<file path="config.mk">
export PLATFORM = sky130hd
export DESIGN_NAME = mdp_cell
export DESIGN_NICKNAME = d
export VERILOG_FILES = /design/src/rtl/mdp_pkg.sv /design/src/rtl/mdp_cell.sv
export SDC_FILE = /design/constraint.sdc
export NUM_CORES = 1
export LEC_CHECK = 0
export BUFFER_PORTS_ARGS = -buffer_cell sky130_fd_sc_hd__buf_2
export CAP_MARGIN = 20
export CORE_MARGIN = 2
export CORE_UTILIZATION = 45
export DETAILED_ROUTE_END_ITERATION = 7
export GPL_ROUTABILITY_DRIVEN = 0
export PLACE_DENSITY = 0.85
export SLEW_MARGIN = 20
export SYNTH_ARGS = -nofsm -noshare
export SYNTH_HDL_FRONTEND = slang
export SYNTH_SLANG_ARGS = --single-unit
</file>
<file path="constraint.sdc">
create_clock -name clk_i -period 3.51 [get_ports clk_i]
set_input_delay 0.5265 -clock clk_i [delete_from_list [all_inputs] [get_ports clk_i]]
set_output_delay 0.5265 -clock clk_i [all_outputs]
set_load 0.1 [all_outputs]
</file>
<file path="src/rtl/mdp_pkg.sv">
`timescale 1ns / 1ps
`default_nettype none
// ----------------------------------------------------------------------------
// mdp_pkg: shared types and constants
// Beat structs and command codes for the backward induction block.
// ----------------------------------------------------------------------------
package mdp_pkg;
  localparam int unsigned StatesMaxDef  = 16;
  localparam int unsigned ActionsMaxDef = 4;
  localparam int unsigned HorizonMaxDef = 64;
  localparam int unsigned ProbW = 17;
  localparam int unsigned FitW  = 32;
  localparam logic [31:0] ProbOne = 32'd65536;

  typedef enum logic [1:0] {
    CMD_LOAD_TRANS = 2'd0,
    CMD_LOAD_TERM  = 2'd1,
    CMD_SOLVE      = 2'd2,
    CMD_READ       = 2'd3
  } cmd_e;

  typedef enum logic [1:0] {
    REG_NUM_STATES  = 2'd0,
    REG_NUM_ACTIONS = 2'd1,
    REG_HORIZON     = 2'd2
  } reg_e;

  typedef struct packed {
    logic [1:0]         cmd;
    logic [1:0]         action_index;
    logic [3:0]         from_state;
    logic [3:0]         to_state;
    logic [5:0]         time_index;
    logic signed [31:0] value;
  } in_beat_t;

  typedef struct packed {
    logic               status;
    logic signed [31:0] fitness_value;
    logic [1:0]         best_action;
  } out_beat_t;

  // floor by 2^16 then saturate to signed 32 bits
  function automatic logic signed [31:0] scale_sat(input logic signed [63:0] acc);
    logic signed [47:0] r;
    r = acc[63:16];
    if (r > 48'sh0000_7FFF_FFFF) return 32'sh7FFF_FFFF;
    if (r < -48'sh0000_8000_0000) return 32'sh8000_0000;
    return r[31:0];
  endfunction
endpackage
`default_nettype wire

</file>
<file path="src/rtl/mdp_cell.sv">
`timescale 1ns / 1ps
`default_nettype none
// ----------------------------------------------------------------------------
// mdp_cell: one fitness cell of the value row
// Holds one next-slice fitness; while shift_i is high the row rotates left one
// place per cycle so cell 0 shows the to-state that the current product needs.
// ----------------------------------------------------------------------------
module mdp_cell
  import mdp_pkg::*;
(
  input  wire logic              clk_i,
  input  wire logic              load_i,
  input  wire logic              shift_i,
  input  wire logic [FitW-1:0]   load_val_i,
  input  wire logic [FitW-1:0]   nbr_i,
  output logic      [FitW-1:0]   val_o
);
  logic [FitW-1:0] val_q;
  always_ff @(posedge clk_i) begin
    if (load_i) val_q <= load_val_i;
    else if (shift_i) val_q <= nbr_i;
  end
  assign val_o = val_q;
endmodule
`default_nettype wire

</file>
-- Yosys cells after proc, flatten, opt, wreduce, memory -nomap -nowiden
Cells that the tools add are included.
- mux-type cells: 2
- reduce and logical (&&, ||, !) cells: 1
- operators with widths (kind ; number):
    32-bit 2-to-1 mux ; 2
    2-bit nonzero test ; 1
- bits in registers: 32
- input port bits: 67
- output and inout bits: 32

-- Longest topological paths before layout
- word-level depth: 2
- depth in mapped cells: 3
- mapped depth without buffers: 1

-- Worst setup path before layout
Ideal clock, no wire load.
- path type: input-to-reg
- from: input port load_i
- to: register val_q[0], in the netlist val_o[0], enable pin
- setup time: 390 ps
- arrival: 1549 ps
- required time: 3120 ps
- slack: 1571 ps
- cell stages on the path: 3
- buffers on the path: 2
- cells stage by stage: buf_6 -> buf_12 -> or2_1
- cells in the longest elaborated chain, start to end: 1
- ends and longest elaborated chain (item ; RTL line ; text):
    start, declared ; mdp_cell.sv:12 ; input wire logic load_i,
    2-bit nonzero test (no line) ; - ;
    end signal, assigned ; mdp_cell.sv:20 ; if (load_i) val_q <= load_val_i;
    end signal, assigned ; mdp_cell.sv:21 ; else if (shift_i) val_q <= nbr_i;
    end, declared ; mdp_cell.sv:18 ; logic [FitW-1:0] val_q;
No other way between the ends.
A chain may end at the register's enable or synchronous reset.

-- Final worst setup path
- from: register val_q[18], in the netlist val_o[18]
- to: output port val_o[18]
- RTL lines (item ; RTL line ; text):
    end, declared ; mdp_cell.sv:16 ; output logic [FitW-1:0] val_o
No word-level cell between the ends.

==> results.md <==
* CP cell instances: buf_2
* Fin nets at 239
* Syn_nets at 136
* Final setup vio count at 0
* CTS Hold Bufs at 0
* P&R area growth vs syn at 37.6%
* Final hold violation count at 0
* Seq/Total Area, Yosys at 63.7%
* Max FO, Critical Path at 1
* Max-Cap Viols at 0
* CTS sink cnt at 32
* Synth cell types at 6
* Vias per std cell at 4.57
* Power after layout at 0.00119 W
* Synth top area share at 63.7%
* Critical path capture point type: primary output
* Largest cells by area after synthesis: edfxtp_1, mux2_4, buf_12
* Avg Inst Size Synth at 21.9 µm²
* Final slew viol count at 0
* Starting Density at 45.9%
* CP Class: flop to primary output
* Core Box Area at 3280 µm²
* Inserted Clock Buffers at 5
* I/O pin total at 99
* Fin crit period at 1.64 ns
* Syn Std Cell Area at 1510 µm²
* DR WL/cell at 13.5 µm
* Final global-route overflow total at 0
* Die Height at 61.9 µm
* Largest net degree at the start of global routing at 33
* DIE AREA at 3830 µm²
* H-tree depth at 2
* Worst-path clk slew at 0.10 ns
* WP buf/inv at 1
* ANT nets after route at 0
* DRC at 0
* Dpl cells at 211
* Register area at 961 µm²
* CP Launch Point: val_o[18]$_DFFE_PP_
* Synth Warn # at 0
* Yosys reg bits at 32
* Multi-input logic area at 475 µm²
* DP HPWL at 2280 µm
* P_leak at 1.01 nW
* Vias in the first global route at 939
* N_diodes at 0
* Power Density at 575 nW/µm²
* Worst slew margin at 64.9%
* First-pass GRT wire length at 3950 µm
* Final cell count without fillers at 219
* Via count at 1001
* TritonCTS clock tree: yes
* Yosys top cell by area: edfxtp_1
* Largest stage delay, worst path at 0.43 ns
* Cells after Synth at 69
* Startpoint Class: flop
* Post-CTS sizing at 0
* Antenna violations before repair at 0
* Hold path startpoint: load_val_i[8]
* Data arrival time of the worst path at 1.11 ns
* Clk buf depth at 2
* Share of cells above drive strength 1 at 79.8%
* Final wirelength at 2950 µm
* Worst VDD drop at 0.261 mV
* Pre-Repair DR Iteration Count at 4
* Setup Buffers After CTS at 0
* Fillers at 245
* CP max stage cell: buf_2
* HP Class: input pin to flop
* WP data required at 2.98 ns
* Gr usage total at 15.0%
* RSZ-0062 raised after global routing: no
* FP Rows at 21
* Fmax at 611 MHz
* I/O Buffers at 98
* CP top delay family: buffers and inverters
* Die width at 61.9 µm
* 1st-iter DRT viols at 28
* Fin Setup TNS at 0 ns
* Crit share post-route at 46.7%
* Root Driver: clkbuf_4
* Status: finished clean
* Slew at the pin closest to its max-slew limit at 0.526 ns
* Max reg flops at 32
## path summary, 6_finish.rpt
kind,to,slack [ns],cells after the start
max,val_o[18],1.87,1
min,val_o[8]$_DFFE_PP_,0.49,2
## routing by layer
layer,part of all wire [%],vias to the layer above,track usage (%)
met2,51,70,26.5
li1,-,476,-
met5,0,-,0
met3,12,4,7.87
met4,1.2,0,6.38
met1,36,451,14.6
## synthesized netlist by cell type (all sizes together)
cell	number
edfxtp	32
mux2	32
buf	4
or2	1
## cell families (layout without fill, tap and decap cells)
group	after synthesis	in the layout	share of synthesized area, %
buffers and inverters	4	108	4.73
flip-flops	32	32	63.7
AND/OR/NAND/NOR	1	1	0.415
multiplexers	32	32	31.1
## layout by cell type (no fill, tap or decap)
cell / count
buf_2: 98
buf_4: 2
bufinv_16: 1
clkbuf_4: 5
clkinv_1: 2
edfxtp_1: 32
mux2_2: 3
mux2_4: 29
or2_1: 1
## power breakdown
group          leakage (nW)  switching, W  total, W  internal, W
logic                 0.647      0.000353  0.000448    0.0000949
registers             0.326     0.0000105  0.000479     0.000469
clock network        0.0403      0.000121  0.000266     0.000145
total                  1.01      0.000484   0.00119     0.000709
## metrics by stage
stage / cell area, µm² / hold slack [ns] / worst slack, ns / utilization, %
floorplan: 1510 / 0.744 / 1.57 / -
finish: 2070 / 0.495 / 1.87 / 63.2
detailed placement: 2000 / 0.830 / 1.55 / 60.9
global placement: 2000 / 0.826 / 1.60 / 60.9
global route: 2070 / 0.469 / 1.82 / 63.2
CTS: 2070 / 0.473 / 1.84 / 63.2
## area by class of cell
class                      count  area share (%)
sequential                    32            46.3
timing repair buffer         100            24.4
multi-input combinational     33            22.9
tap                           46            2.77
clock buffer                   5            1.81
clock inverter                 3            1.81
(Power assumes the default switching activity.)
