==> src/rtl/mdp_ram.sv <==
`timescale 1ns / 1ps
`default_nettype none
// ----------------------------------------------------------------------------
// mdp_ram: generic RAM
// One write port, one registered read port.
// ----------------------------------------------------------------------------
module mdp_ram #(
  parameter int unsigned Width = 32,
  parameter int unsigned Depth = 16
) (
  input  wire logic                     clk_i,
  input  wire logic                     we_i,
  input  wire logic [$clog2(Depth)-1:0] waddr_i,
  input  wire logic [Width-1:0]         wdata_i,
  input  wire logic [$clog2(Depth)-1:0] raddr_i,
  output logic      [Width-1:0]         rdata_o
);
  logic [Width-1:0] mem_q [Depth];
  always_ff @(posedge clk_i) begin
    if (we_i) mem_q[waddr_i] <= wdata_i;
    rdata_o <= mem_q[raddr_i];
  end
endmodule
`default_nettype wire

==> config.mk <==
export PLATFORM = sky130hd
export DESIGN_NAME = mdp_ram
export DESIGN_NICKNAME = d
export VERILOG_FILES = /design/src/rtl/mdp_ram.sv
export SDC_FILE = /design/constraint.sdc
export NUM_CORES = 1
export LEC_CHECK = 0
export BUFFER_PORTS_ARGS = -buffer_cell sky130_fd_sc_hd__buf_2
export CELL_PAD_IN_SITES_DETAIL_PLACEMENT = 0
export CELL_PAD_IN_SITES_GLOBAL_PLACEMENT = 1
export CORE_AREA = 2 2 214 216
export CTS_CLUSTER_SIZE = 12
export DETAILED_ROUTE_END_ITERATION = 8
export DIE_AREA = 0 0 216 218
export PLACE_DENSITY = 0.62
export SKIP_LAST_GASP = 1
export SLEW_MARGIN = 30
export SYNTH_ARGS = -nofsm -noshare
export SYNTH_HDL_FRONTEND = slang
export SYNTH_SLANG_ARGS = --single-unit
==> constraint.sdc <==
create_clock -name clk_i -period 7.12 [get_ports clk_i]
set_clock_uncertainty 0.2 [all_clocks]
set_input_delay 0.712 -clock clk_i [delete_from_list [all_inputs] [get_ports clk_i]]
set_output_delay 0.712 -clock clk_i [all_outputs]
set_load 0.01 [all_outputs]
After elaboration in Yosys (flattened, before gate mapping)
Memories as Yosys holds them, arrays and structs flattened. A register that Yosys moved wholly into a read port is not among the register bits.
Index checks and enable logic that the tools add are counted.

word-level totals
  RAM bits = 512
  flip-flop bits (word level) = 0
  input bits = 42
  memories = 1

operators by class
  mux-type cells = 2

memories
  memory  words  bits a word  read ports  clocked after Yosys merged registers in  wr ports  RTL line  text
  mem_q   16     32           1           1                                        1         18        logic [Width-1:0] mem_q [Depth];

operators by type and width
  kind              number
  2-to-1 mux 1 bit  2

Longest topological paths before layout
Gate-level depths: netlist (run 1).

  depth after elaboration = 2
  depth in mapped cells = 5

Worst setup path before layout (run 1)
OpenSTA, ideal clock, no wires.

  path type = input port to flip-flop
  from = input port waddr_i[2]
  to = memory mem_q[0][0], enable pin
  slack = 3.028 ns
  buffers on the path = 0
  data arrival time = 3.430 ns
  required time = 6.459 ns
  stages = 2
  cells stage by stage = or3b_2 > nor3_1

RTL lines
  what         RTL line  text
  from (decl)  13        input wire logic [$clog2(Depth)-1:0] waddr_i,
  to (decl)    18

Straight into the memory's write port.

Worst setup path in the final report (run 1)
  from = input port waddr_i[3]
  to = memory mem_q[4][16], enable pin

Straight into the memory's write port.

==> results of run 1 <==
## flip-flops by register name (all words and copies together) (netlist names)
| signal | count |
|---|---|
| mem_q | 512 |
| rdata_o | 32 |
## cells in the mapped netlist, drive strengths merged
master,n,share of area (%)
nor2,13,0.25
dfxtp,32,3.2
nand2,33,0.62
nor2b,2,0.063
nand2b,2,0.063
a22oi,64,2.4
nor3,4,0.10
or3b,1,0.044
mux4,128,15
and2,1,0.032
buf,26,0.80
nand3b,2,0.076
nand3,1,0.025
edfxtp,512,77
clkbuf,17,0.32
## per-stage QoR
step	total power, uW	cells	setup slack, ns	hold slack, ns
after global placement	3990	1493	3.85	0.452
after floorplan	3850	838	3.03	0.435
after CTS	6800	1599	4.50	0.249
after detailed placement	3990	1493	3.87	0.451
final	6730	1601	4.52	0.285
after global routing	6940	1599	4.35	0.274
## path summary, 6_finish.rpt
path	endpoint	from	slack, ns	cells after the start
worst max register to register	rdata_o[31]	mem_q[3][31]	5.63	3
worst min-delay path	mem_q[6][29]	wdata_i[29]	0.28	1
worst min register to register	rdata_o[1]	mem_q[14][1]	0.47	3
worst max-delay path	mem_q[4][16]	waddr_i[3]	4.52	4
## layout make-up
cell class	count	area (um^2)
fill	3604	22000
sequential	544	16000
multi-input combinational	251	3750
clock buffer	93	1700
tap	600	751
timing repair buffer	98	584
clock inverter	13	93.8
antenna	2	5.00
## worst max-delay path: cells and delay by family
| kind | cells | cell delay, ns |
|---|---|---|
| buffers and inverters | 2 | 0.67 |
| and+or+nand+nor | 2 | 1.22 |
## per-layer routing
metal  vias up  track usage, %  wire length (um)
met5         -               0                20
met1      4846            27.4             19100
met3        51            3.31              2600
met2       271            29.5             20400
li1       3797               -                 -
met4         4            5.25               773
## logic make-up (layout without fill, tap and decap cells)
| group | Yosys count | count (layout) |
|---|---|---|
| other | 0 | 2 |
| AND/OR/NAND/NOR | 59 | 59 |
| flip-flops | 544 | 544 |
| buffers and inverters | 43 | 204 |
| AO/OA/AOI/OAI | 64 | 64 |
| multiplexers | 128 | 128 |
## power groups by stage
stage	Clock, uW	Sequential (uW)	Combinational (uW)
after CTS	2880	3600	319
after global placement	0	3670	316
after floorplan	0	3670	172
after global routing	2990	3610	341
after detailed placement	0	3670	319
final	2820	3600	310
==> run_summary.xml, run 1 <==
<?xml version="1.0" encoding="UTF-8"?>
<metrics>
  <group name="yosys">
    <metric name="synth-compound-area-share" unit="%">2.42</metric>
    <metric name="synth_top_family_by_area" unit="">multiplexers</metric>
    <metric name="synthesis.area" unit="um^2">19900</metric>
    <metric name="synth_cell_types" unit="">18</metric>
    <metric name="adder_cell_share_of_the_synthesized_area" unit="%">0</metric>
    <metric name="syn-mean-instance-area" unit="um^2">23.7</metric>
    <metric name="synth-warning-count" unit="">0</metric>
    <metric name="synth.net_count" unit="">880</metric>
    <metric name="post_synth_xor_area_fraction" unit="%">0</metric>
    <metric name="synth.mux.area_fraction" unit="%">14.5</metric>
    <metric name="syn-instance-count" unit="">838</metric>
    <metric name="post_synth_and_or_nand_nor_area_fraction" unit="%">1.27</metric>
    <metric name="post_synthesis_sequential_element_count" unit="">544</metric>
    <metric name="seq_area_frac_synth" unit="%">80.7</metric>
  </group>
  <group name="timing">
    <metric name="post-route-period-util" unit="%">36.5</metric>
    <metric name="period_minus_slack" unit="ns">2.60</metric>
    <metric name="setup-violations-final" unit="">0</metric>
    <metric name="rsz_0062_raised_after_global_routing" unit="">no</metric>
    <metric name="finalMaxSlewViolations" unit="">0</metric>
    <metric name="finalHoldViolCount" unit="">0</metric>
    <metric name="slew_headroom" unit="%">39.1</metric>
    <metric name="worst-slew-pin-transition" unit="ns">0.909</metric>
    <metric name="totalNegativeSetupSlack" unit="ns">0</metric>
    <metric name="fmax" unit="MHz">385</metric>
  </group>
  <group name="hold_path">
    <metric name="worstHoldPathType" unit="">in -&gt; reg</metric>
  </group>
  <group name="clocking">
    <metric name="clkSlewWorstSetupHoldPaths" unit="ns">0.06</metric>
    <metric name="worstSkewPairLatency" unit="ns">0.60</metric>
    <metric name="cts_num_sinks" unit="">544</metric>
    <metric name="clk_root_buffer_cell" unit="">sky130_fd_sc_hd__clkbuf_16</metric>
    <metric name="tritoncts_buffer_count" unit="">56</metric>
    <metric name="clock_path_buffers" unit="">3</metric>
    <metric name="ctsHtreeMaxLevel" unit="">2</metric>
    <metric name="cts.hold.buffers_added" unit="">0</metric>
    <metric name="cts_post_setup_buffers_inserted" unit="">0</metric>
    <metric name="post_cts.resized_instances" unit="">0</metric>
    <metric name="cts_tree" unit="">yes</metric>
  </group>
  <group name="routing">
    <metric name="routedWlPerCell" unit="um">26.7</metric>
    <metric name="detail-route-antenna-nets" unit="">0</metric>
    <metric name="drtIter0Drc" unit="">823</metric>
    <metric name="drc" unit="">0</metric>
    <metric name="route.final.wire_length" unit="um">42800</metric>
    <metric name="drt_pre_antenna_iters" unit="">4</metric>
    <metric name="vias" unit="">8969</metric>
    <metric name="avgViaCountPerCell" unit="">5.60</metric>
  </group>
  <group name="setup_path">
    <metric name="worst_ep_required_time" unit="ns">7.15</metric>
    <metric name="worst_path_largest_cell_delay" unit="ns">0.81</metric>
    <metric name="endpoint_kind" unit="">flip-flop</metric>
    <metric name="crit_path_top_delay_cell" unit="">sky130_fd_sc_hd__nor3_2</metric>
    <metric name="setup.worst_path.class" unit="">in -&gt; reg</metric>
    <metric name="worstPathCellList" unit="">buf_2 -&gt; nand3b_1 -&gt; nor3_2 -&gt; buf_4</metric>
    <metric name="worstSetupStartpointType" unit="">primary input</metric>
    <metric name="crit_path_max_fanout" unit="">25</metric>
    <metric name="arrival" unit="ns">2.63</metric>
  </group>
  <group name="power_and_ir_drop">
    <metric name="switching_share" unit="%">20.3</metric>
    <metric name="share_seq_of_total_power" unit="%">53.5</metric>
    <metric name="vdd_ir_drop_max" unit="mV">0.159</metric>
    <metric name="clockPowerShare" unit="%">41.9</metric>
    <metric name="power_density" unit="nW/um^2">294</metric>
    <metric name="share_comb_of_total_power" unit="%">4.6</metric>
    <metric name="intPower" unit="uW">5360</metric>
    <metric name="switching_power" unit="uW">1370</metric>
    <metric name="p_leak" unit="uW">0.00734</metric>
  </group>
  <group name="global_route">
    <metric name="number_of_global_route_vias_before_repair" unit="">9352</metric>
    <metric name="gr-usage-all-layers" unit="%">18.8</metric>
    <metric name="grt_antenna_before_repair" unit="">4</metric>
    <metric name="grt_first_pass_wirelength" unit="um">63300</metric>
    <metric name="grt_max_degree" unit="">93</metric>
    <metric name="gr-total-overflow" unit="">0</metric>
  </group>
  <group name="placed_design">
    <metric name="gpl.final_weighted_congestion" unit="">0.699</metric>
    <metric name="placed_area" unit="um^2">21100</metric>
    <metric name="port_buffers" unit="">73</metric>
    <metric name="post-dp-hpwl" unit="um">22000</metric>
  </group>
  <group name="die">
    <metric name="die-width" unit="um">216</metric>
    <metric name="starting_density" unit="%">44.2</metric>
    <metric name="placeableCoreArea" unit="um^2">44900</metric>
    <metric name="floorplan.rows" unit="">78</metric>
    <metric name="fp.dieH" unit="um">218</metric>
    <metric name="boundaryPins" unit="">74</metric>
    <metric name="fp.dieArea" unit="um^2">47100</metric>
  </group>
  <group name="final_layout">
    <metric name="drive_gt1_share" unit="%">32.4</metric>
    <metric name="finalNetCount" unit="">993</metric>
    <metric name="commonest_non_fill_non_tap_cell_in_the_layout" unit="">sky130_fd_sc_hd__edfxtp_1</metric>
    <metric name="final_cell_mix" unit="">512 x sky130_fd_sc_hd__edfxtp_1, 128 x sky130_fd_sc_hd__mux4_2, 71 x sky130_fd_sc_hd__buf_2, 64 x sky130_fd_sc_hd__a22oi_1, 58 x sky130_fd_sc_hd__clkbuf_16</metric>
    <metric name="area_growth_syn_to_fin" unit="%">15.4</metric>
    <metric name="layout.core_utilization" unit="%">51.0</metric>
    <metric name="final_area" unit="um^2">22900</metric>
  </group>
  <group name="flow_run">
    <metric name="cap_viol_max_count" unit="">0</metric>
  </group>
  <group name="run_status">
    <metric name="outcome" unit="">finished, final reports clean</metric>
  </group>
</metrics>
Power figures use the tool's default switching activity.
==> run 2: changes to the inputs <==
Settings changed: ABC_AREA set to 1, CORE_AREA 2 2 214 216 to 2 2 228 230, DIE_AREA 0 0 216 218 to 0 0 230 232, PLACE_DENSITY 0.62 to 0.68.
Clock period 7.12 ns to 2.4 ns, I/O delays scaled along.
==> run 2 against run 1 <==
- flip-flop and latch count unchanged
- non-clock buffer count increased by 59
- global-route usage increased by 2.2 points
- worst hold slack got worse by 0.24 ns
- clock power increased to 3.1 times the previous value
- critical path depth increased by 2
- sequential share of layout area decreased by 9.1 points
- routed wire length increased by 30%
- register-to-register slack got worse by 4.5 ns
- worst setup slack got worse by 3.9 ns
==> run_summary.xml, run 2 <==
<?xml version="1.0" encoding="UTF-8"?>
<metrics>
  <group name="timing">
    <metric name="slew_headroom" unit="%">59.3</metric>
    <metric name="fmax" unit="MHz">548</metric>
    <metric name="period_minus_slack" unit="ns">1.83</metric>
    <metric name="final.setup.worst_slack" unit="ns">0.574</metric>
    <metric name="post-route-period-util" unit="%">76.1</metric>
    <metric name="finalMaxSlewViolations" unit="">0</metric>
    <metric name="finalHoldViolCount" unit="">0</metric>
    <metric name="worst-slew-pin-transition" unit="ns">0.611</metric>
    <metric name="setup-violations-final" unit="">0</metric>
    <metric name="rsz_0062_raised_after_global_routing" unit="">no</metric>
  </group>
  <group name="yosys">
    <metric name="yosys.cell_count.top_type" unit="">sky130_fd_sc_hd__nand2_1</metric>
    <metric name="synthesis.area" unit="um^2">22700</metric>
    <metric name="seq_area_frac_synth" unit="%">70.5</metric>
    <metric name="syn-mean-instance-area" unit="um^2">10.7</metric>
    <metric name="synthTopCellsByArea" unit="">sky130_fd_sc_hd__edfxtp_1 68%, sky130_fd_sc_hd__nand2_1 11%, sky130_fd_sc_hd__nand3_1 8.5%</metric>
    <metric name="synth_cell_types" unit="">15</metric>
    <metric name="synthDominantAreaCellType" unit="">sky130_fd_sc_hd__edfxtp_1</metric>
    <metric name="synth_enable_flop_cells" unit="">512</metric>
    <metric name="synth-warning-count" unit="">0</metric>
    <metric name="postSynth.asyncResetShare" unit="%">0</metric>
    <metric name="syn-instance-count" unit="">2120</metric>
    <metric name="netlist.area_leader.share" unit="%">67.6</metric>
    <metric name="yosys_most_used_dff" unit="">sky130_fd_sc_hd__edfxtp_1</metric>
    <metric name="synth_common_cells" unit="">677 x sky130_fd_sc_hd__nand2_1, 512 x sky130_fd_sc_hd__edfxtp_1, 388 x sky130_fd_sc_hd__inv_1</metric>
    <metric name="post_synthesis_sequential_element_count" unit="">544</metric>
    <metric name="synth.net_count" unit="">2162</metric>
  </group>
  <group name="final_layout">
    <metric name="layout.core_utilization" unit="%">51.7</metric>
    <metric name="number_of_filler_instances_in_the_final_layout" unit="">4531</metric>
    <metric name="area_growth_syn_to_fin" unit="%">15.7</metric>
    <metric name="largest_registers" unit="">mem_q x512, rdata_o x32</metric>
    <metric name="register_containing_the_most_flip_flops_in_the_final_layout" unit="">mem_q</metric>
    <metric name="commonest_non_fill_non_tap_cell_in_the_layout" unit="">sky130_fd_sc_hd__nand2_1</metric>
    <metric name="finalNetCount" unit="">2275</metric>
    <metric name="drive_gt1_share" unit="%">9.99</metric>
    <metric name="finish.cell_count_without_fillers" unit="">2963</metric>
    <metric name="antennaDiodeCount" unit="">0</metric>
    <metric name="number_of_flip_flops_in_the_largest_register" unit="">512</metric>
    <metric name="final_cell_mix" unit="">677 x sky130_fd_sc_hd__nand2_1, 512 x sky130_fd_sc_hd__edfxtp_1, 386 x sky130_fd_sc_hd__inv_1, 385 x sky130_fd_sc_hd__nand3_1, 70 x sky130_fd_sc_hd__buf_2</metric>
    <metric name="multiInputGateArea" unit="um^2">4670</metric>
    <metric name="final_area" unit="um^2">26300</metric>
    <metric name="final-seq-area" unit="um^2">16000</metric>
  </group>
  <group name="setup_path">
    <metric name="endpoint_kind" unit="">flip-flop</metric>
    <metric name="setup.worst_path.class" unit="">in -&gt; reg</metric>
    <metric name="worst_ep_required_time" unit="ns">2.68</metric>
    <metric name="regToRegSetupSlack" unit="ns">1.14</metric>
    <metric name="worstSetupStartpointType" unit="">primary input</metric>
    <metric name="crit_path_max_fanout" unit="">32</metric>
    <metric name="arrival" unit="ns">2.11</metric>
    <metric name="timing.critical_path.from" unit="">raddr_i[2]</metric>
    <metric name="worst-r2r-cell-count" unit="">6</metric>
    <metric name="worstReg2RegEnd" unit="">rdata_o[30]</metric>
    <metric name="endpoint" unit="">rdata_o[30]</metric>
    <metric name="reg2reg_from" unit="">mem_q[1][30]</metric>
  </group>
  <group name="die">
    <metric name="fp.dieArea" unit="um^2">53400</metric>
    <metric name="placeableCoreArea" unit="um^2">50900</metric>
    <metric name="boundaryPins" unit="">74</metric>
    <metric name="die-width" unit="um">230</metric>
    <metric name="fp.dieH" unit="um">232</metric>
    <metric name="starting_density" unit="%">44.7</metric>
    <metric name="floorplan.rows" unit="">83</metric>
  </group>
  <group name="global_route">
    <metric name="gr-usage-all-layers" unit="%">21.0</metric>
    <metric name="grt_first_pass_wirelength" unit="um">84800</metric>
    <metric name="number_of_global_route_vias_before_repair" unit="">14136</metric>
    <metric name="gr-total-overflow" unit="">0</metric>
    <metric name="grt_antenna_before_repair" unit="">0</metric>
    <metric name="grt_max_degree" unit="">74</metric>
  </group>
  <group name="clocking">
    <metric name="clock_path_buffers" unit="">3</metric>
    <metric name="cts_num_sinks" unit="">544</metric>
    <metric name="post_cts.resized_instances" unit="">0</metric>
    <metric name="clkSlewWorstSetupHoldPaths" unit="ns">0.06</metric>
    <metric name="cts_tree" unit="">yes</metric>
    <metric name="clk_root_buffer_cell" unit="">sky130_fd_sc_hd__clkbuf_16</metric>
    <metric name="tritoncts_buffer_count" unit="">59</metric>
    <metric name="worstSkewPairLatency" unit="ns">0.61</metric>
    <metric name="ctsHtreeMaxLevel" unit="">2</metric>
  </group>
  <group name="routing">
    <metric name="detail-route-antenna-nets" unit="">0</metric>
    <metric name="route.final.wire_length" unit="um">55500</metric>
    <metric name="drt_pre_antenna_iters" unit="">5</metric>
    <metric name="drc" unit="">0</metric>
    <metric name="routedWlPerCell" unit="um">18.7</metric>
    <metric name="avgViaCountPerCell" unit="">4.92</metric>
    <metric name="drtIter0Drc" unit="">1154</metric>
    <metric name="vias" unit="">14585</metric>
  </group>
  <group name="placed_design">
    <metric name="dp_worst_setup_slack" unit="ns">0.443</metric>
    <metric name="placed_area" unit="um^2">24100</metric>
    <metric name="port_buffers" unit="">73</metric>
    <metric name="post-dp-hpwl" unit="um">29000</metric>
    <metric name="gpl.final_weighted_congestion" unit="">0.746</metric>
    <metric name="place_inst" unit="">2819</metric>
  </group>
  <group name="power_and_ir_drop">
    <metric name="p_leak" unit="uW">0.0112</metric>
    <metric name="share_comb_of_total_power" unit="%">6.4</metric>
    <metric name="switching_share" unit="%">22.0</metric>
    <metric name="finalPower" unit="uW">20800</metric>
    <metric name="switching_power" unit="uW">4570</metric>
    <metric name="intPower" unit="uW">16200</metric>
    <metric name="power_density" unit="nW/um^2">790</metric>
    <metric name="vdd_ir_drop_max" unit="mV">0.590</metric>
    <metric name="clockPowerShare" unit="%">42.1</metric>
    <metric name="share_seq_of_total_power" unit="%">51.4</metric>
  </group>
  <group name="hold_path">
    <metric name="worstHoldPathType" unit="">in -&gt; reg</metric>
  </group>
  <group name="run_status">
    <metric name="outcome" unit="">finished, final reports clean</metric>
  </group>
  <group name="flow_run">
    <metric name="cap_viol_max_count" unit="">0</metric>
  </group>
</metrics>
## run 2: cell types whose count changed after synthesis, sizes merged, moves of 2 or more
cell	delta
nor2b	-2
nand2b	-2
nor3	-4
nand2	+644
buf	+65
inv	+390
nor2	+4
nand3	+384
clkbuf	-3
mux4	-128
a22oi	-64
## run 2: worst min-delay path by stage
stage	cells past startpoint	from	to	slack, ns
detailed placement	1	wdata_i[20]	mem_q[1][20]	0.43
floorplan	0	wdata_i[0]	mem_q[0][0]	0.14
global route	6	raddr_i[0]	rdata_o[4]	0.08
finish	6	raddr_i[0]	rdata_o[4]	0.04
global placement	6	mem_q[10][30]	rdata_o[30]	0.43
CTS	6	raddr_i[0]	rdata_o[4]	0.02
## run 2: metrics by stage
stage | TNS, ns | hold WS (ns)
2_1_floorplan | -10.35 | 0.139
3_3_place_gp | 0 | 0.428
3_5_place_dp | 0 | 0.430
4_1_cts | 0 | 0.0192
5_1_grt | 0 | 0.0813
6_report | 0 | 0.0417
## run 2: metal layers
layer	up-vias	part of all wire (%)	track usage, %
li1	7069	-	-
met1	7092	46	29.1
met2	334	47	34.6
met3	90	4.7	2.92
met4	0	2.3	6.51
met5	-	0	0
## run 2: layout make-up
type | count | share of cell area [%]
Tap cell | 680 | 3.23
Clock buffer | 93 | 6.64
Multi-Input combinational cell | 1081 | 17.7
Sequential cell | 544 | 60.9
Inverter | 390 | 5.60
Clock inverter | 18 | 0.518
Timing Repair Buffer | 157 | 5.39
## run 2: cells by family after synthesis
| group | count (synthesis) | synth area share [%] |
|---|---|---|
| buffers and inverters | 495 | 9.54 |
| AND/OR/NAND/NOR | 1081 | 20.0 |
| flip-flops | 544 | 70.5 |
## run 2: power by group through the flow
stage / Clock [uW] / Combinational (uW) / Sequential (uW)
2_1_floorplan: 0 / 725 / 10900
3_3_place_gp: 0 / 1300 / 10900
3_5_place_dp: 0 / 1310 / 10900
4_1_cts: 8950 / 1350 / 10700
5_1_grt: 9300 / 1490 / 10700
6_report: 8750 / 1330 / 10700
## run 2: critical path, cell delays in order
cell,delay (ns)
sky130_fd_sc_hd__dlygate4sd3_1,0.53
sky130_fd_sc_hd__buf_4,0.31
sky130_fd_sc_hd__buf_4,0.53
sky130_fd_sc_hd__nand3_1,0.15
sky130_fd_sc_hd__nand3_1,0.22
sky130_fd_sc_hd__nand2_1,0.08
## run 2: repair_timing
action / CTS / global route
endpoints found under the hold margin: 516 / 0
hold buffers: 33 / 0
setup buffers: 0 / 0
